[src/rtl/rala_pkg.sv]
// Package for the Ricart-Agrawala lock node: widths, message codes,
// configuration indexes, controller states and controller/datapath structs.
// No dependencies.
`timescale 1ns / 1ps

package rala_pkg;

    localparam int RANK_W     = 5;
    localparam int SEQ_W      = 32;
    localparam int CMD_W      = 3;
    localparam int KIND_W     = 2;
    localparam int COUNT_W    = 5;
    localparam int CFG_IDX_W  = 2;
    localparam int CFG_DATA_W = 6;
    localparam int RCOUNT_W   = 6;

    // stream payload widths, padded to whole bytes
    localparam int S_TDATA_W = 40;
    localparam int M_TDATA_W = 40;
    localparam int S_PAD_W   = S_TDATA_W - RANK_W - SEQ_W;
    localparam int M_PAD_W   = M_TDATA_W - RANK_W - SEQ_W;

    // incoming message codes; the two remaining codes are ignored
    typedef enum logic [CMD_W-1:0] {
        CMD_CLIENT_REQ     = 3'd0,
        CMD_CLIENT_RELEASE = 3'd1,
        CMD_CLIENT_DONE    = 3'd2,
        CMD_PEER_REQ       = 3'd3,
        CMD_PEER_GRANT     = 3'd4,
        CMD_PEER_DONE      = 3'd5
    } cmd_t;

    // outgoing message kinds
    typedef enum logic [KIND_W-1:0] {
        KIND_PEER_REQ     = 2'd0,
        KIND_PEER_GRANT   = 2'd1,
        KIND_CLIENT_GRANT = 2'd2,
        KIND_PEER_DONE    = 2'd3
    } kind_t;

    // configuration register indexes
    localparam logic [CFG_IDX_W-1:0] CFG_OWN_RANK    = 2'd0;
    localparam logic [CFG_IDX_W-1:0] CFG_CLIENT_RANK = 2'd1;
    localparam logic [CFG_IDX_W-1:0] CFG_RANK_COUNT  = 2'd2;

    typedef enum logic [1:0] {
        ST_IDLE,
        ST_EXEC,
        ST_EMIT
    } state_t;

    // controller -> datapath
    typedef struct packed {
        logic load_in;   // capture the accepted input beat
        logic exec;      // evaluate the message and update node state
        logic emit;      // push one result into the output register
    } ctrl_cmd_t;

    // datapath -> controller
    typedef struct packed {
        logic exec_has_out; // evaluated message produces at least one result
        logic out_free;     // output register can take a result this cycle
        logic emit_last;    // result being emitted ends the run
    } dp_status_t;

endpackage

[src/rtl/rala_ctrl.sv]
// Controller of the lock node: idle / evaluate / emit sequencer.
// Depends on rala_pkg.
`timescale 1ns / 1ps

module rala_ctrl
    import rala_pkg::*;
(
    input  logic       clk,
    input  logic       rst_n,
    input  logic       s_tvalid,
    output logic       s_tready,
    input  dp_status_t status,
    output ctrl_cmd_t  cmd
);

    state_t state_reg;
    state_t state_next;

    // state register
    always_ff @(posedge clk or negedge rst_n)
    begin
        if (!rst_n)
        begin
            state_reg <= ST_IDLE;
        end
        else
        begin
            state_reg <= state_next;
        end
    end

    // next state and commands
    always_comb
    begin
        state_next  = state_reg;
        cmd.load_in = 1'b0;
        cmd.exec    = 1'b0;
        cmd.emit    = 1'b0;
        s_tready    = 1'b0;
        case (state_reg)
            ST_IDLE:
            begin
                s_tready = 1'b1;
                if (s_tvalid)
                begin
                    cmd.load_in = 1'b1;
                    state_next  = ST_EXEC;
                end
            end
            ST_EXEC:
            begin
                cmd.exec   = 1'b1;
                state_next = status.exec_has_out ? ST_EMIT : ST_IDLE;
            end
            ST_EMIT:
            begin
                if (status.out_free)
                begin
                    cmd.emit = 1'b1;
                    if (status.emit_last)
                    begin
                        state_next = ST_IDLE;
                    end
                end
            end
            default:
            begin
                state_next = ST_IDLE;
            end
        endcase
    end

endmodule

[src/rtl/rala_datapath.sv]
// Datapath of the lock node: configuration, node state, message evaluation,
// fan-out scan over the peer masks and the output register.
// Depends on rala_pkg.
`timescale 1ns / 1ps

module rala_datapath
    import rala_pkg::*;
#(
    parameter int MAX_SERVERS = 16
)
(
    input  logic                  clk,
    input  logic                  rst_n,
    input  ctrl_cmd_t             cmd,
    output dp_status_t            status,
    input  logic [S_TDATA_W-1:0]  s_tdata,
    input  logic [CMD_W-1:0]      s_tuser,
    input  logic                  cfg_valid,
    input  logic [CFG_IDX_W-1:0]  cfg_index,
    input  logic [CFG_DATA_W-1:0] cfg_data,
    output logic                  m_tvalid,
    input  logic                  m_tready,
    output logic [M_TDATA_W-1:0]  m_tdata,
    output logic [KIND_W-1:0]     m_tuser,
    output logic                  m_tlast
);

    localparam int IDX_W = (MAX_SERVERS > 1) ? $clog2(MAX_SERVERS) : 1;

    // configuration
    logic [RANK_W-1:0]   own_rank_reg;
    logic [RANK_W-1:0]   client_rank_reg;
    logic [RCOUNT_W-1:0] rank_count_reg;

    // captured input beat
    logic [CMD_W-1:0]  cmd_in_reg;
    logic [RANK_W-1:0] src_reg;
    logic [SEQ_W-1:0]  seq_in_reg;

    // node state
    logic [MAX_SERVERS-1:0] departed_reg, departed_next;
    logic [MAX_SERVERS-1:0] deferred_reg, deferred_next;
    logic                   want_reg, want_next;
    logic                   holding_reg, holding_next;
    logic                   finished_reg, finished_next;
    logic [SEQ_W-1:0]       next_seq_reg, next_seq_next;
    logic [SEQ_W-1:0]       req_seq_reg, req_seq_next;
    logic [COUNT_W-1:0]     grants_reg, grants_next;
    logic [COUNT_W-1:0]     asked_reg, asked_next;

    // pending run of results
    logic [MAX_SERVERS-1:0] emit_mask_reg, emit_mask_next;
    logic                   emit_single_reg, emit_single_next;
    kind_t                  emit_kind_reg, emit_kind_next;
    logic [SEQ_W-1:0]       emit_seq_reg, emit_seq_next;
    logic [RANK_W-1:0]      emit_dest_reg, emit_dest_next;

    // output register
    logic              m_tvalid_reg;
    kind_t             out_kind_reg;
    logic [RANK_W-1:0] out_dest_reg;
    logic [SEQ_W-1:0]  out_seq_reg;
    logic              out_last_reg;

    logic [MAX_SERVERS-1:0] active;
    logic [MAX_SERVERS-1:0] peer_bit;
    logic                   peer_ok;
    logic                   grant;
    logic [COUNT_W-1:0]     grants_inc;
    logic [MAX_SERVERS-1:0] lowest;
    logic [MAX_SERVERS-1:0] mask_rest;
    logic [IDX_W-1:0]       low_idx;
    logic [IDX_W:0]         low_rank;
    logic [RANK_W-1:0]      emit_dest;
    logic                   emit_last;

    // configuration writes; the port never stalls
    always_ff @(posedge clk or negedge rst_n)
    begin
        if (!rst_n)
        begin
            own_rank_reg    <= '0;
            client_rank_reg <= RANK_W'(1);
            rank_count_reg  <= RCOUNT_W'(32);
        end
        else if (cfg_valid)
        begin
            case (cfg_index)
                CFG_OWN_RANK:    own_rank_reg    <= cfg_data[RANK_W-1:0];
                CFG_CLIENT_RANK: client_rank_reg <= cfg_data[RANK_W-1:0];
                CFG_RANK_COUNT:  rank_count_reg  <= cfg_data;
                default:         ;
            endcase
        end
    end

    // input capture
    always_ff @(posedge clk)
    begin
        if (cmd.load_in)
        begin
            cmd_in_reg <= s_tuser;
            src_reg    <= s_tdata[RANK_W-1:0];
            seq_in_reg <= s_tdata[RANK_W+SEQ_W-1:RANK_W];
        end
    end

    // active peers: even ranks below rank_count, not self, not departed
    always_comb
    begin
        for (int i = 0; i < MAX_SERVERS; i++)
        begin
            active[i] = (7'(2 * i) < {1'b0, rank_count_reg})
                     && (7'(2 * i) != {2'b00, own_rank_reg})
                     && !departed_reg[i];
        end
    end

    // sender checks
    assign peer_ok = !src_reg[0] && ({28'd0, src_reg[RANK_W-1:1]} < 32'(MAX_SERVERS));

    always_comb
    begin
        for (int j = 0; j < MAX_SERVERS; j++)
        begin
            peer_bit[j] = peer_ok && (6'(j) == {2'b00, src_reg[RANK_W-1:1]});
        end
    end

    // conflict rule: lower sequence wins, ties to the lower rank
    always_comb
    begin
        if (!want_reg)
        begin
            grant = 1'b1;
        end
        else if (holding_reg)
        begin
            grant = 1'b0;
        end
        else
        begin
            grant = (seq_in_reg < req_seq_reg)
                 || ((seq_in_reg == req_seq_reg) && (src_reg < own_rank_reg));
        end
    end

    assign grants_inc = grants_reg + COUNT_W'(1);

    // lowest pending peer of the fan-out
    assign lowest    = emit_mask_reg & (~emit_mask_reg + MAX_SERVERS'(1));
    assign mask_rest = emit_mask_reg & ~lowest;

    always_comb
    begin
        low_idx = '0;
        for (int k = 0; k < MAX_SERVERS; k++)
        begin
            if (lowest[k])
            begin
                low_idx = low_idx | IDX_W'(k);
            end
        end
    end

    assign low_rank  = {low_idx, 1'b0};
    assign emit_dest = emit_single_reg ? emit_dest_reg : RANK_W'(low_rank);
    assign emit_last = emit_single_reg || (mask_rest == '0);

    // message evaluation and fan-out stepping
    always_comb
    begin
        departed_next    = departed_reg;
        deferred_next    = deferred_reg;
        want_next        = want_reg;
        holding_next     = holding_reg;
        finished_next    = finished_reg;
        next_seq_next    = next_seq_reg;
        req_seq_next     = req_seq_reg;
        grants_next      = grants_reg;
        asked_next       = asked_reg;
        emit_mask_next   = emit_mask_reg;
        emit_single_next = emit_single_reg;
        emit_kind_next   = emit_kind_reg;
        emit_seq_next    = emit_seq_reg;
        emit_dest_next   = emit_dest_reg;
        if (cmd.exec)
        begin
            emit_mask_next   = '0;
            emit_single_next = 1'b0;
            emit_kind_next   = KIND_PEER_GRANT;
            emit_seq_next    = '0;
            emit_dest_next   = src_reg;
            if (!finished_reg)
            begin
                case (cmd_in_reg)
                    CMD_CLIENT_REQ:
                    begin
                        if (!want_reg)
                        begin
                            want_next     = 1'b1;
                            next_seq_next = next_seq_reg + SEQ_W'(1);
                            if (active != '0)
                            begin
                                // asked_reg is counted as the requests go out
                                grants_next    = '0;
                                asked_next     = '0;
                                req_seq_next   = next_seq_reg;
                                emit_mask_next = active;
                                emit_kind_next = KIND_PEER_REQ;
                                emit_seq_next  = next_seq_reg;
                            end
                            else
                            begin
                                holding_next     = 1'b1;
                                emit_single_next = 1'b1;
                                emit_kind_next   = KIND_CLIENT_GRANT;
                                emit_dest_next   = client_rank_reg;
                            end
                        end
                    end
                    CMD_CLIENT_RELEASE:
                    begin
                        if (holding_reg)
                        begin
                            want_next      = 1'b0;
                            holding_next   = 1'b0;
                            emit_mask_next = deferred_reg;
                            emit_kind_next = KIND_PEER_GRANT;
                            deferred_next  = '0;
                        end
                    end
                    CMD_CLIENT_DONE:
                    begin
                        emit_mask_next = active;
                        emit_kind_next = KIND_PEER_DONE;
                        finished_next  = 1'b1;
                    end
                    CMD_PEER_REQ:
                    begin
                        if (peer_ok)
                        begin
                            if (seq_in_reg >= next_seq_reg)
                            begin
                                next_seq_next = seq_in_reg + SEQ_W'(1);
                            end
                            if (grant)
                            begin
                                emit_single_next = 1'b1;
                                emit_kind_next   = KIND_PEER_GRANT;
                            end
                            else
                            begin
                                deferred_next = deferred_reg | peer_bit;
                            end
                        end
                    end
                    CMD_PEER_GRANT:
                    begin
                        if (peer_ok && want_reg && !holding_reg)
                        begin
                            grants_next = grants_inc;
                            if (grants_inc == asked_reg)
                            begin
                                holding_next     = 1'b1;
                                emit_single_next = 1'b1;
                                emit_kind_next   = KIND_CLIENT_GRANT;
                                emit_dest_next   = client_rank_reg;
                            end
                        end
                    end
                    CMD_PEER_DONE:
                    begin
                        departed_next = departed_reg | peer_bit;
                    end
                    default:
                    begin
                    end
                endcase
            end
        end
        else if (cmd.emit)
        begin
            emit_single_next = 1'b0;
            if (!emit_single_reg)
            begin
                emit_mask_next = mask_rest;
                if (emit_kind_reg == KIND_PEER_REQ)
                begin
                    asked_next = asked_reg + COUNT_W'(1);
                end
            end
        end
    end

    // node state registers
    always_ff @(posedge clk or negedge rst_n)
    begin
        if (!rst_n)
        begin
            departed_reg    <= '0;
            deferred_reg    <= '0;
            want_reg        <= 1'b0;
            holding_reg     <= 1'b0;
            finished_reg    <= 1'b0;
            next_seq_reg    <= SEQ_W'(1);
            req_seq_reg     <= '0;
            grants_reg      <= '0;
            asked_reg       <= '0;
            emit_mask_reg   <= '0;
            emit_single_reg <= 1'b0;
        end
        else
        begin
            departed_reg    <= departed_next;
            deferred_reg    <= deferred_next;
            want_reg        <= want_next;
            holding_reg     <= holding_next;
            finished_reg    <= finished_next;
            next_seq_reg    <= next_seq_next;
            req_seq_reg     <= req_seq_next;
            grants_reg      <= grants_next;
            asked_reg       <= asked_next;
            emit_mask_reg   <= emit_mask_next;
            emit_single_reg <= emit_single_next;
        end
    end

    // run payload, meaningful only while a run is pending
    always_ff @(posedge clk)
    begin
        emit_kind_reg <= emit_kind_next;
        emit_seq_reg  <= emit_seq_next;
        emit_dest_reg <= emit_dest_next;
    end

    // output register
    always_ff @(posedge clk or negedge rst_n)
    begin
        if (!rst_n)
        begin
            m_tvalid_reg <= 1'b0;
        end
        else if (cmd.emit)
        begin
            m_tvalid_reg <= 1'b1;
        end
        else if (m_tready)
        begin
            m_tvalid_reg <= 1'b0;
        end
    end

    always_ff @(posedge clk)
    begin
        if (cmd.emit)
        begin
            out_kind_reg <= emit_kind_reg;
            out_dest_reg <= emit_dest;
            out_seq_reg  <= emit_seq_reg;
            out_last_reg <= emit_last;
        end
    end

    assign status.exec_has_out = emit_single_next || (emit_mask_next != '0);
    assign status.out_free     = !m_tvalid_reg || m_tready;
    assign status.emit_last    = emit_last;

    assign m_tvalid = m_tvalid_reg;
    assign m_tdata  = {{M_PAD_W{1'b0}}, out_seq_reg, out_dest_reg};
    assign m_tuser  = out_kind_reg;
    assign m_tlast  = out_last_reg;

endmodule

[src/rtl/ricart_agrawala_lock_node_unit.sv]
// Top level of one Ricart-Agrawala lock node: controller plus datapath.
// Depends on rala_pkg, rala_ctrl, rala_datapath.
`timescale 1ns / 1ps

// One server node of a distributed lock. Each input beat is one message from
// the local client or a peer server (kind in s_tuser); the node answers with
// a run of zero to MAX_SERVERS result beats, the final one marked by m_tlast.
// An item is accepted in ST_IDLE and evaluated in ST_EXEC; ST_EMIT then hands
// its results to the output register one message per cycle while that register
// is free, so m_tready back-pressure stalls the run. No new item is taken until
// the run ends; the next item is taken while the final result still sits in
// the output register. Peer requests, releases and done notices go out in
// ascending rank order.
// Configuration writes are always taken (cfg_ready is tied high) and must
// only be issued while the node is idle. No clearing pass after reset.

module ricart_agrawala_lock_node_unit
    import rala_pkg::*;
#(
    parameter int MAX_SERVERS = 16
)
(
    input  logic                  clk,
    input  logic                  rst_n,
    // input messages
    input  logic                  s_tvalid,
    output logic                  s_tready,
    input  logic [S_TDATA_W-1:0]  s_tdata,   // source_rank[4:0], seq_in[36:5], zero pad
    input  logic [CMD_W-1:0]      s_tuser,   // cmd[2:0]
    // result messages
    output logic                  m_tvalid,
    input  logic                  m_tready,
    output logic [M_TDATA_W-1:0]  m_tdata,   // dest_rank[4:0], seq_out[36:5], zero pad
    output logic [KIND_W-1:0]     m_tuser,   // out_kind[1:0]
    output logic                  m_tlast,   // last
    // configuration writes
    input  logic                  cfg_valid,
    output logic                  cfg_ready,
    input  logic [CFG_IDX_W-1:0]  cfg_index,
    input  logic [CFG_DATA_W-1:0] cfg_data
);

    ctrl_cmd_t  cmd;
    dp_status_t status;

    assign cfg_ready = 1'b1;

    rala_ctrl u_ctrl (
        .clk      (clk),
        .rst_n    (rst_n),
        .s_tvalid (s_tvalid),
        .s_tready (s_tready),
        .status   (status),
        .cmd      (cmd)
    );

    rala_datapath #(
        .MAX_SERVERS (MAX_SERVERS)
    ) u_datapath (
        .clk       (clk),
        .rst_n     (rst_n),
        .cmd       (cmd),
        .status    (status),
        .s_tdata   (s_tdata),
        .s_tuser   (s_tuser),
        .cfg_valid (cfg_valid),
        .cfg_index (cfg_index),
        .cfg_data  (cfg_data),
        .m_tvalid  (m_tvalid),
        .m_tready  (m_tready),
        .m_tdata   (m_tdata),
        .m_tuser   (m_tuser),
        .m_tlast   (m_tlast)
    );

    // a result is only pushed when the output register can take it
    a_emit_needs_room: assert property (@(posedge clk) disable iff (!rst_n)
        cmd.emit |-> status.out_free)
        else $error("result pushed into a full output register");

    // no new input is taken while a run is still being emitted
    a_no_accept_while_emitting: assert property (@(posedge clk) disable iff (!rst_n)
        cmd.emit |-> !s_tready)
        else $error("input ready while emitting results");

    // a message that causes nothing returns the node to idle at once
    a_silent_item_returns: assert property (@(posedge clk) disable iff (!rst_n)
        (cmd.exec && !status.exec_has_out) |=> s_tready)
        else $error("node not idle after a message without results");

endmodule

[config.mk]
export PLATFORM = sky130hd
export DESIGN_NAME = ricart_agrawala_lock_node_unit
export DESIGN_NICKNAME = d
export VERILOG_FILES = /design/src/rtl/rala_pkg.sv /design/src/rtl/rala_ctrl.sv /design/src/rtl/rala_datapath.sv /design/src/rtl/ricart_agrawala_lock_node_unit.sv
export SDC_FILE = /design/constraint.sdc
export NUM_CORES = 1
export LEC_CHECK = 0
export ABC_AREA = 0
export BUFFER_PORTS_ARGS = -buffer_cell sky130_fd_sc_hd__buf_2
export CAP_MARGIN = 20
export CORE_ASPECT_RATIO = 1.1
export CORE_MARGIN = 2
export CORE_UTILIZATION = 40
export DETAILED_ROUTE_END_ITERATION = 7
export GPL_TIMING_DRIVEN = 0
export PLACE_DENSITY_LB_ADDON = 0.3
export SKIP_LAST_GASP = 1
export SLEW_MARGIN = 20
export SYNTH_ARGS = -nofsm -noshare
export SYNTH_HDL_FRONTEND = slang
export SYNTH_SLANG_ARGS = --single-unit
[constraint.sdc]
create_clock -name clk -period 12.6 [get_ports clk]
set_input_delay 1.26 -clock clk [delete_from_list [all_inputs] [get_ports clk]]
set_output_delay 1.26 -clock clk [all_outputs]
set_load 0.005 [all_outputs]
* Word-level counts from Yosys, hierarchy flattened
Index checks and enable logic that the tools add are counted.
** Storage, ports and cells
- Output and inout port bits :: 46
- Input bits :: 56
- Bits in registers :: 264
- Logic and storage cells :: 310
** Cells by class
- Order comparisons :: 19
- Bitwise operators :: 10
- Eq/ne operators :: 58
- Add/subtract/negate cells :: 5
- Multiplexer cells :: 87
- Reduce and logical (&&, ||, !) cells :: 104
** Operator list (number)
- 2-to-1 mux 16 bit :: 10
- 2-to-1 mux 32 bit :: 3
- 2-to-1 mux 5 bit :: 15
- adder 32 x 1 -> 32 bit, second input constant :: 2
- case mux 32 bit (2 select lines) :: 1
- logical AND 1 bit :: 51
- < comparator 5 x 6 -> 1 bit, first input constant :: 8
- case mux 16 bit (3 select lines) :: 1
- inequality test 5 bit, first input constant :: 8
- AND 16 bit :: 2
- equality test 32 bit :: 1
- equality test 4 bit, first input constant :: 8
- >= comparator 32 bit :: 1
- < comparator 32 bit :: 1
- 2-to-1 mux 4 bit :: 8
- NOT 16 bit :: 2
- bitwise OR 16 bit :: 2
- case mux 16 bit (2 select lines) :: 1
- nonzero test 16 bit :: 2
- 2-to-1 mux 1 bit :: 27
- < comparator 4 x 6 -> 1 bit, first input constant :: 4
- 2-to-1 mux 2 bit :: 10
- inequality test 4 x 5 -> 1 bit, first input constant :: 4
- case mux 5 bit (2 select lines) :: 2
- 40 further kinds :: 109

* Logic depth before layout (Yosys ltp)
Gate-level depths: netlist (run 1).
- Depth in word-level cells :: 19
- Depth in mapped cells :: 19
- Gate-level depth less buffers :: 12

* Hierarchy
Synthesis (run 1) repeated with hierarchy kept, for this count alone.
** Second synthesis, totals
- Cell total of the unflattened synthesis :: 1370
- Area total of the unflattened synthesis :: 14077.3 um2
** Modules (own cells, without submodules)
- rala_datapath :: seq. area each 7155.6 um2, cells each 1358, instances 1, area each 13960.9 um2
- rala_ctrl :: seq. area each 50.0 um2, cells each 10, instances 1, area each 105.1 um2
- ricart_agrawala_lock_node_unit :: seq. area each 0.0 um2, cells each 2, instances 1, area each 11.3 um2

* Worst setup path after synthesis (run 1)
No wires, ideal clock.
- Path kind :: register to register
- Start :: register u_datapath.cmd_in_reg[0]
- End :: register u_datapath.next_seq_reg[28]
- Period minus slack after synthesis :: 4.090 ns
- Stages on the path, launching flop included :: 20
- Path buffers :: 7
- Data required time :: 12.465 ns
- Data arrival time :: 3.955 ns
- Path slack :: 8.510 ns
- Setup time :: 0.135 ns
- Cells stage by stage :: edfxtp_1 buf_2 and3b_1 clkbuf_1 clkbuf_1 clkbuf_1 clkbuf_1 clkbuf_1 nand2_1 o21ai_0 ha_1 inv_1 a221oi_1 and3_1 clkbuf_1 nand3_1 nor3_1 mux2_2 o21ai_1 o21ai_0
** Between the ends
- Word-level cells in the longest chain between the ends :: 3
- Elaborated cells between the ends (all ways) :: 8
- Classes of those cells :: eq/ne: 4; mux: 1; reduce/logical: 3
** RTL lines
- start, declared :: line rala_datapath.sv:36 : logic [CMD_W-1:0] cmd_in_reg;
- start signal, assigned :: line rala_datapath.sv:102 : cmd_in_reg <= s_tuser;
- equality test 3 x 2 -> 1 bit / logical NOT 3 bit (equally long branches) :: line rala_datapath.sv:196 : case (cmd_in_reg)
- inequality test 2 bit (no source line), or another cell as far along
- AND reduction 6 bit (no source line)
- end signal, assigned :: line rala_datapath.sv:320 : next_seq_reg <= next_seq_next;
- end, declared :: line rala_datapath.sv:46 : logic [SEQ_W-1:0] next_seq_reg, next_seq_next;
Parallel ways exist; a longest one is shown, timed or not.
A chain may end at the register's enable or synchronous reset.

* Worst setup path after layout (run 1)
Ends and elaborated chain as after synthesis.

==> flow_summary.toml, run 1 <==
[run_status]
run_status = "finished, final reports clean"

[detailed_routing]
drtAntennaViolNets = 0
drt_first_pass_iters = 5
drt_first_iter_violations = 1174
route.detailed.wl_per_inst_microns = 19.8
vias_per_cell = 5.74
detail_route.wirelength_microns = 39800
drc = 0
detailroute.via_count = 11500

[timing]
finalHoldViolCount = 0
period_needed_ns = 6.12
final_count_of_pins_violating_max_slew = 0
slew_headroom_pct = 28.7
totalNegativeSetupSlack_ns = 0
timing.clock.skew_ns = 0.0197
maxClockFrequency_ghz = 0.164
fin_crit_sh_pct = 48.5
setup-violations-final = 0
grt_setup_unrepaired = "no"
tightestPinTransition_ns = 1.07

[worst_setup_path]
cp-endpoint = "u_datapath.next_seq_reg[28]"
reg2reg_depth = 19
kind_of_cell_with_the_highest_combined_delay_on_the_critical_path = "buffers and inverters"
peak_per_stage_delay_on_the_critical_path_ns = 0.56
timing.critical_path.required_ns = 13.02
critPathArrivalTime_ns = 6.53
worst_r2r_startpoint = "u_datapath.cmd_in_reg[0]"
path_depth = 19
cp-startpoint = "u_datapath.cmd_in_reg[0]"
path_class = "reg2reg"
cp.buffers_inverters = 8
endpoint_kind = "flip-flop"
timing.critical_path.fanout_max = 10
crit_top_cell = "clkbuf_1"
setup.worst_path.start_class = "flip-flop"
crit_path_top_delay_cell = "clkbuf_1"
timing.reg2reg.setup_slack_ns = 6.48
worst_r2r_dst = "u_datapath.next_seq_reg[28]"
path_cells = "buf_2 > and3b_1 > clkbuf_1 > clkbuf_1 > clkbuf_1 > clkbuf_1 > clkbuf_1 > nand2_1 > o21ai_0 > ha_1 > inv_1 > a221oi_1 > and3_1 > clkbuf_1 > nand3_1 > nor3_1 > mux2_2 > o21ai_1 > o21ai_0"

[flow_run]
drv.max_cap_violation_count = 0

[floorplan]
fp.coreArea_sq_um = 35000
initial_core_util_pct = 40.4
core.rowCount = 72
die-area_sq_um = 36900
die_h_microns = 201
dieWidth_microns = 183
boundaryPins = 102

[clock_network]
cts_made_buffers = 29
ctsHoldBuffers = 0
cts_resized = 0
htree_levels = 1
clock_latency_ns = 0.57
clock_tree.root_cell = "clkbuf_16"
cts.clk_slew.worst_paths_ns = 0.06
clk_path_buf_depth = 3
clkSinkCount = 264
post-cts-setup-buffers = 0
cts_tree = "done"

[synth]
synthMuxAreaShare_pct = 2.62
yosysWarnings = 0
seq_area_frac_synth_pct = 50.9
cells_taking_the_most_area_after_synthesis = "edfxtp_1 (25%), dfrtp_1 (25%), ha_1 (6.3%)"
postSynth.topFlopCell = "dfrtp_1"
netlist.area_leader.share_pct = 25.2
synth.cell_area_sq_um = 14200
synth_edf_count = 119
yosys.area_share.xor_xnor_pct = 0.495
synth_adder_area_share_pct = 6.56
postSynth.asyncResetShare_pct = 54.9
post_synth_num_cell_types = 79
synth_top_family_by_area = "compound AO/OA/AOI/OAI gates"
largest_area_contributor_in_the_netlist = "edfxtp_1"
synth-compound-area-share_pct = 17.9
synth.ff_latch_count = 264
synthesis.area_per_instance_sq_um = 10.0
synth-simple-area-share_pct = 17.1
cells_after_synth = 1412

[finish]
postLayoutCoreUtil_pct = 46.4
filler_cell_count = 3300
areaGrowthSynthToFinish_pct = 14.8
antenna_cells_inserted = 0
multi_input_gate_area_in_the_final_layout_sq_um = 6340
final_net_count = 1671
sequential_cell_area_sq_um = 7210
post_route_cells_drive_above_1_share_pct = 13.0

[pwr]
tot_pwr_mw = 2.73
power_frac_comb_pct = 25.9
cell_internal_pwr_mw = 1.81
power.sequential.fraction_pct = 43.8
pwr_cell_area_nw_per_um2 = 168
leakage_component_of_the_power_nw = 6.48
net-switching-power_uw = 922
share_clk_of_total_power_pct = 30.3
vdd_ir_drop_max_v = 0.000104
p_sw_share_pct = 33.8

[grt]
overflow = 0
gr-usage-all-layers_pct = 21.5
antenna_found_initial = 0
first_global_vias = 11200
grt_first_pass_wirelength_microns = 62800
grt_start_max_net_pins = 86

[placed_design]
place.gp.congestion = 0.892
io_buffers = 94
detailed_place_hpwl_microns = 29500

[hold_path]
hold_path.class = "reg2reg"
min-delay-start = "u_datapath.emit_seq_reg[20]"
-- area by class of cell --
| class | count | area share, % |
|---|---|---|
| Multi-Input combinational cell | 993 | 39.0 |
| Clock inverter | 9 | 0.392 |
| Sequential cell | 264 | 44.3 |
| Clock buffer | 45 | 5.34 |
| Timing Repair Buffer | 99 | 3.66 |
| Tap cell | 444 | 3.42 |
| Inverter | 88 | 2.03 |
| Buffer | 69 | 1.82 |
-- power groups by stage --
stage                     clock network, mW  registers (mW)  logic [mW]
final                                 0.828            1.20       0.706
after global routing                  0.881            1.21       0.795
after CTS                             0.845            1.19       0.705
after detailed placement                  0            1.21       0.700
after global placement                    0            1.21       0.667
after floorplan                           0            1.16       0.480
-- cell families after synthesis --
logic type                 count (synthesis)
other                                      2
muxes                                     34
DFF                                      264
buffers and inverters                    157
AOI/OAI and AO/OA                        403
adders and majority gates                 75
and+or+nand+nor                          469
xor gates and xnor gates                   8
-- routing by layer --
| layer | vias to the layer above | track usage (%) | routed length (microns) |
|---|---|---|---|
| li1 | 5459 | - | - |
| met1 | 5597 | 29.8 | 17500 |
| met2 | 402 | 34.8 | 18600 |
| met3 | 83 | 2.48 | 2430 |
| met4 | 0 | 7.74 | 1270 |
| met5 | - | 0 | 0 |
-- worst min-delay path by stage --
stage	end	cells past startpoint
finish	u_datapath.out_seq_reg[20]	0
global route	u_datapath.out_seq_reg[2]	0
CTS	u_datapath.out_seq_reg[20]	0
detailed placement	u_datapath.out_seq_reg[20]	0
global placement	u_datapath.out_seq_reg[13]	0
floorplan	u_datapath.out_seq_reg[0]	0
-- Yosys cell counts (all sizes together) (5+ instances only) --
library cell / instances
inv: 88
a21oi: 83
and2: 51
nand2: 143
nor2: 80
nor2b: 10
o21bai: 5
and4b: 5
clkbuf: 52
a32oi: 6
a21o: 33
a211oi: 22
o211ai: 9
nor3b: 13
ha: 71
o31ai: 21
nand3b: 7
mux2: 24
a21boi: 5
mux2i: 10
edfxtp: 119
a221oi: 6
nor3: 36
or3: 10
o22ai: 7
a221o: 6
buf: 17
nand2b: 6
or4: 7
and3: 9
nand4: 29
o21ai: 144
a31oi: 19
nand3: 38
dfrtp: 142
a2111oi: 5
nor4: 12
-- through the flow --
stage | hold WS, ns | instance area (sq um) | setup WS [ns] | instances
3_3_place_gp | 0.403 | 15200 | 6.76 | 1952
4_1_cts | 0.419 | 16300 | 6.67 | 2011
6_report | 0.418 | 16300 | 6.48 | 2011
5_1_grt | 0.425 | 16300 | 6.28 | 2011
3_5_place_dp | 0.405 | 15300 | 6.71 | 1957
2_1_floorplan | 0.400 | 14200 | 8.51 | 1414
-- cells in the final DEF (no fill, tap or decap), drive strengths merged, types with 9 or more instances in the layout --
| cell | synthesis | layout |
|---|---|---|
| inv | 88 | 90 |
| or3 | 10 | 10 |
| and3 | 9 | 9 |
| buf | 17 | 116 |
| nand4 | 29 | 29 |
| dfrtp | 142 | 142 |
| mux2 | 24 | 24 |
| o21ai | 144 | 144 |
| and2 | 51 | 51 |
| nor3 | 36 | 36 |
| nand2 | 143 | 143 |
| a31oi | 19 | 19 |
| nor2b | 10 | 10 |
| mux2i | 10 | 10 |
| nor2 | 80 | 80 |
| nand3 | 38 | 38 |
| clkbuf | 52 | 97 |
| a211oi | 22 | 22 |
| nor4 | 12 | 12 |
| edfxtp | 119 | 119 |
| ha | 71 | 71 |
| a21o | 33 | 33 |
| a21oi | 83 | 83 |
| o31ai | 21 | 21 |
| o211ai | 9 | 9 |
| nor3b | 13 | 13 |
(Power assumes the default switching activity.)
==> run 2, diff against run 1 <==
- clock period: 12.6 -> 6 ns (I/O delays scaled with it)
==> run 2 against run 1 <==
Register-to-register slack got worse by 6.2 ns. Maximum frequency increased by 6.9%. Sequential power increased by 110%. Cell count about the same. First-iteration DRC count decreased by 7.3%. Total power increased by 110%. Critical path type unchanged. Critical endpoint unchanged. Largest cell class unchanged. Largest power group unchanged.
==> flow_summary.toml, run 2 (synthesized netlist as in run 1, its figures left out) <==
[run_status]
run_status = "finished, final reports clean"

[pwr]
leakage_component_of_the_power_nw = 6.49
share_clk_of_total_power_pct = 30.3
power_frac_comb_pct = 25.9
vdd_ir_drop_max_v = 0.000220
cell_internal_pwr_mw = 3.80
pwr_cell_area_nw_per_um2 = 352
power.sequential.fraction_pct = 43.8
p_sw_share_pct = 33.7
net-switching-power_mw = 1.94

[grt]
antenna_found_initial = 0
grt_start_max_net_pins = 86
first_global_vias = 11200
grt_first_pass_wirelength_microns = 62800
gr-usage-all-layers_pct = 21.5
overflow = 0

[placed_design]
place.gp.congestion = 0.892
placement.setup.worst_slack_ns = 0.108
detailed_place_hpwl_microns = 29500
io_buffers = 94
place_inst = 1957

[detailed_routing]
drtAntennaViolNets = 0
drc = 0
drt_first_iter_violations = 1088
route.detailed.wl_per_inst_microns = 19.8
detail_route.wirelength_microns = 39800
vias_per_cell = 5.79
detailroute.via_count = 11600
drt_first_pass_iters = 5

[finish]
post_route_cells_drive_above_1_share_pct = 13.1
filler_cell_count = 3301
final_cell_mix = "nand2_1 (142), dfrtp_1 (142), o21ai_0 (140), edfxtp_1 (119), buf_2 (102)"
multi_input_gate_area_in_the_final_layout_sq_um = 6340
antenna_cells_inserted = 0
areaGrowthSynthToFinish_pct = 14.9
final-instance-count-excl-fill = 2012
final_net_count = 1672
sequential_cell_area_sq_um = 7210

[timing]
totalNegativeSetupSlack_ns = 0
maxClockFrequency_ghz = 0.175
finalHoldViolCount = 0
setup-violations-final = 0
tightestPinTransition_ns = 1.03
slew_headroom_pct = 31.4
final_count_of_pins_violating_max_slew = 0
fin_crit_sh_pct = 95.4
period_needed_ns = 5.72
grt_setup_unrepaired = "no"
fin_ws_ns = 0.277
timing.clock.skew_ns = 0.0188

[floorplan]
boundaryPins = 102
die-area_sq_um = 36900
die_h_microns = 201
dieWidth_microns = 183
fp.coreArea_sq_um = 35000
initial_core_util_pct = 40.4
core.rowCount = 72

[worst_setup_path]
kind_of_cell_with_the_highest_combined_delay_on_the_critical_path = "buffers and inverters"
crit_top_cell = "clkbuf_1"
path_cells = "buf_2 > and3b_1 > clkbuf_1 > clkbuf_1 > clkbuf_2 > clkbuf_1 > clkbuf_2 > nand2_1 > o21ai_0 > ha_1 > inv_1 > a221oi_1 > and3_1 > clkbuf_1 > nand3_1 > nor3_1 > mux2_2 > o21ai_1 > o21ai_0"
critPathArrivalTime_ns = 6.14
timing.critical_path.fanout_max = 10
cp.buffers_inverters = 8
timing.critical_path.required_ns = 6.42
path_class = "reg2reg"
peak_per_stage_delay_on_the_critical_path_ns = 0.52
endpoint_kind = "flip-flop"
setup.worst_path.start_class = "flip-flop"
crit_path_top_delay_cell = "clkbuf_1"

[clock_network]
post-cts-setup-buffers = 0
htree_levels = 1
clkSinkCount = 264
clock_latency_ns = 0.57
clock_tree.root_cell = "clkbuf_16"
clk_path_buf_depth = 3
cts_made_buffers = 29
cts.clk_slew.worst_paths_ns = 0.06
cts_tree = "done"

[flow_run]
drv.max_cap_violation_count = 0

[hold_path]
hold_path.class = "in2reg"
## run 2: final timing paths
kind                                        startpoint                       endpoint  slack (ns)  cells after the start
max                           u_datapath.cmd_in_reg[0]    u_datapath.next_seq_reg[28]        0.28                     19
min                                        s_tdata[26]      u_datapath.seq_in_reg[21]        0.20                      1
max reg2reg                   u_datapath.cmd_in_reg[0]    u_datapath.next_seq_reg[28]        0.28                     19
min reg2reg                u_datapath.emit_seq_reg[20]     u_datapath.out_seq_reg[20]        0.42                      0
max in group asynchronous                        rst_n     u_datapath.next_seq_reg[0]        4.62                      3
min in group asynchronous                        rst_n  u_datapath.client_rank_reg[4]        0.55                      2
## run 2: power by group through the flow
stage                     sequential [mW]  combinational [mW]  clock, mW
after global routing                 2.55                1.67       1.85
after floorplan                      2.43                1.01          0
final                                2.51                1.48       1.74
after global placement               2.55                1.40          0
after detailed placement             2.54                1.47          0
after CTS                            2.51                1.48       1.77
## run 2: final cells by class
type / count / area share [%]
Tap cell: 444 / 3.41
Multi-Input combinational cell: 993 / 39.0
Sequential cell: 264 / 44.3
Timing Repair Buffer: 100 / 3.72
Clock inverter: 9 / 0.392
Clock buffer: 45 / 5.34
Buffer: 69 / 1.84
Inverter: 88 / 2.03
## run 2: per-layer routing
layer | routed length (microns) | share of wire, % | vias to the layer above | GRT usage, %
li1 | - | - | 5465 | -
met1 | 17700 | 44 | 5690 | 29.8
met2 | 18600 | 47 | 413 | 34.8
met3 | 2350 | 5.9 | 79 | 2.48
met4 | 1270 | 3.2 | 0 | 7.74
met5 | 0 | 0 | - | 0
## run 2: worst register-to-register path, delay by kind of cell (launching register included)
family / cells / cell delay [ns]
compound gates: 4 / 0.70
fa+ha+maj: 1 / 0.23
buf+inv: 8 / 2.83
flops: 1 / 0.31
mux: 1 / 0.38
simple gates: 5 / 1.13
## run 2: timing repair
action	4_1_cts	5_1_grt
setup endpoints to repair	0	2
gates resized for setup	0	4
hold endpoints to repair	52	0
hold buffers	1	0
## run 2: stage by stage
step / utilization [%] / hold slack, ns / power (mW) / area [sq um]
floorplan: - / 0.304 / 3.44 / 14200
global placement: 43.4 / 0.403 / 3.95 / 15200
detailed placement: 43.7 / 0.405 / 4.01 / 15300
CTS: 46.4 / 0.176 / 5.76 / 16300
global route: 46.4 / 0.188 / 6.07 / 16300
finish: 46.4 / 0.201 / 5.73 / 16300
==> run 3, diff against run 2 <==
- CORE_UTILIZATION: 40 -> 60
- RECOVER_POWER: unset -> 50
==> run 3 against run 2 <==
The flow now finishes with violations (max-capacitance violations, max-slew violations). Via count is 3.2% higher. Critical path depth unchanged. First-iteration DRC count increased by 36%. Largest cell class unchanged.
==> flow_summary.toml, run 3 (synthesized netlist as in run 1, its figures left out) <==
[hold_path]
whs_path_depth = 1
hold_path.class = "in2reg"

[timing]
grt_setup_unrepaired = "no"
timing.clock.skew_ns = 0.0258
finalHoldViolCount = 0
setup-violations-final = 0
final_count_of_pins_violating_max_slew = 212
whs_ns = 0.214
period_needed_ns = 5.61
slew_headroom_pct = -157
tightestPinTransition_ns = 3.85
fin_ws_ns = 0.392
totalNegativeSetupSlack_ns = 0
fin_crit_sh_pct = 93.5
maxClockFrequency_ghz = 0.178

[grt]
grt_use_met2_pct = 46.9
grt.met1_usage_pct = 45.5
grt_start_max_net_pins = 80
antenna_found_initial = 1
globalRouteMet3Util_pct = 5.30
first_global_vias = 11400
grt_first_pass_wirelength_microns = 60200
gr-max-usage-layer = "met2"
overflow = 0
gr-usage-all-layers_pct = 30.9

[detailed_routing]
drt_first_pass_iters = 7
detailroute.via_count = 12000
drc = 0
route.detailed.wl_per_inst_microns = 20.4
drtAntennaViolNets = 0
drt_first_iter_violations = 1482
vias_per_cell = 6.45
detail_route.wirelength_microns = 38000

[worst_setup_path]
crit_path_top_delay_cell = "a221oi_1"
path_cells = "buf_2 > and3b_1 > clkbuf_1 > clkbuf_1 > clkbuf_2 > clkbuf_1 > clkbuf_2 > nand2_1 > o21ai_0 > ha_1 > inv_1 > a221oi_1 > and3_1 > clkbuf_1 > nand3_1 > nor3_1 > mux2_2 > o21ai_1 > o21ai_0"
crit_top_cell = "clkbuf_1"
endpoint_kind = "flip-flop"
kind_of_cell_with_the_highest_combined_delay_on_the_critical_path = "buffers and inverters"
setup.worst_path.start_class = "flip-flop"
peak_per_stage_delay_on_the_critical_path_ns = 0.48
reg2reg_depth = 19
path_depth = 19
path_class = "reg2reg"
critPathArrivalTime_ns = 6.03
timing.critical_path.required_ns = 6.42
cp.buffers_inverters = 8
timing.critical_path.fanout_max = 10

[finish]
postLayoutCellArea_sq_um = 16000
sequential_cell_area_sq_um = 7210
filler_cell_count = 1684
postLayoutCoreUtil_pct = 69.3
post_route_cells_drive_above_1_share_pct = 12.5
final-instance-count-excl-fill = 1865
areaGrowthSynthToFinish_pct = 12.7
final_cell_mix = "nand2_1 (142), dfrtp_1 (142), o21ai_0 (140), edfxtp_1 (119), buf_2 (98)"
final_net_count = 1669
multi_input_gate_area_in_the_final_layout_sq_um = 6330

[placed_design]
placement.setup.worst_slack_ns = 0.282
dpl_cell_area_sq_um = 15100
io_buffers = 94
place.gp.congestion = 0.957
detailed_place_hpwl_microns = 27200
place_inst = 1812

[run_status]
violations = "max-capacitance violations, max-slew violations"
run_status = "finished with violations"

[clock_network]
clkSinkCount = 264
cts_tree = "done"
cts.clk_slew.worst_paths_ns = 0.06
htree_levels = 1
clk_path_buf_depth = 3
clock_latency_ns = 0.56
post-cts-setup-buffers = 0
cts_made_buffers = 28
clock_tree.root_cell = "clkbuf_16"

[pwr]
pwr_cell_area_nw_per_um2 = 356
leakage_component_of_the_power_nw = 6.44
vdd_ir_drop_max_v = 0.000268
tot_pwr_mw = 5.67

[floorplan]
die-area_sq_um = 24800
dieWidth_microns = 150
die_h_microns = 165
boundaryPins = 102
core.rowCount = 58
initial_core_util_pct = 61.5
fp.coreArea_sq_um = 23000

[flow_run]
drv.max_cap_violation_count = 4
==> run 3: cell types whose count changed in the layout (fill, tap and decap cells not counted), sizes merged <==
cell         before  now
buf             116  107
bufinv            0    1
dlygate4sd3       1    0
diode             0    1
clkbuf           97  100
clkinv            4    9
clkinvlp          3    0
==> run 3: layout make-up <==
| class | instances | area share [%] |
|---|---|---|
| flip-flops and latches | 264 | 45.2 |
| multi-input cells | 993 | 39.7 |
| clock buffers | 40 | 5.07 |
| repair buffers | 98 | 3.11 |
| well taps | 300 | 2.35 |
| inverters | 88 | 2.07 |
| plain buffers | 69 | 1.87 |
| clock inverters | 12 | 0.635 |
| diodes | 1 | 0.0157 |
==> run 3: repair_timing <==
action | CTS | global route
resized for setup | 0 | 4
endpoints found under the setup margin | 0 | 2
hold buffers | 0 | 0
==> run 3: routing by layer <==
layer / up-vias / wire, microns
met3: 96 / 3760
li1: 5470 / -
met4: 0 / 975
met2: 709 / 17100
met5: - / 0
met1: 5746 / 16200
==> run 3: worst paths after layout <==
path	startpoint	slack, ns	end
setup reg to reg	u_datapath.cmd_in_reg[0]	0.39	u_datapath.next_seq_reg[28]
hold reg to reg	u_datapath.emit_seq_reg[24]	0.42	u_datapath.out_seq_reg[24]
setup / recovery	u_datapath.cmd_in_reg[0]	0.39	u_datapath.next_seq_reg[28]
min in group asynchronous	rst_n	1.36	u_datapath.req_seq_reg[10]
hold / removal	s_tuser[1]	0.21	u_datapath.cmd_in_reg[1]
max in group asynchronous	rst_n	1.18	u_datapath.deferred_reg[4]
==> run 3: where the power goes <==
group / total (mW) / switching [mW] / internal, mW / leakage (nW)
Combinational: 1.45 / 0.898 / 0.556 / 2.91
Sequential: 2.52 / 0.291 / 2.23 / 3.08
Clock: 1.70 / 0.716 / 0.984 / 0.455
Total: 5.67 / 1.90 / 3.77 / 6.44
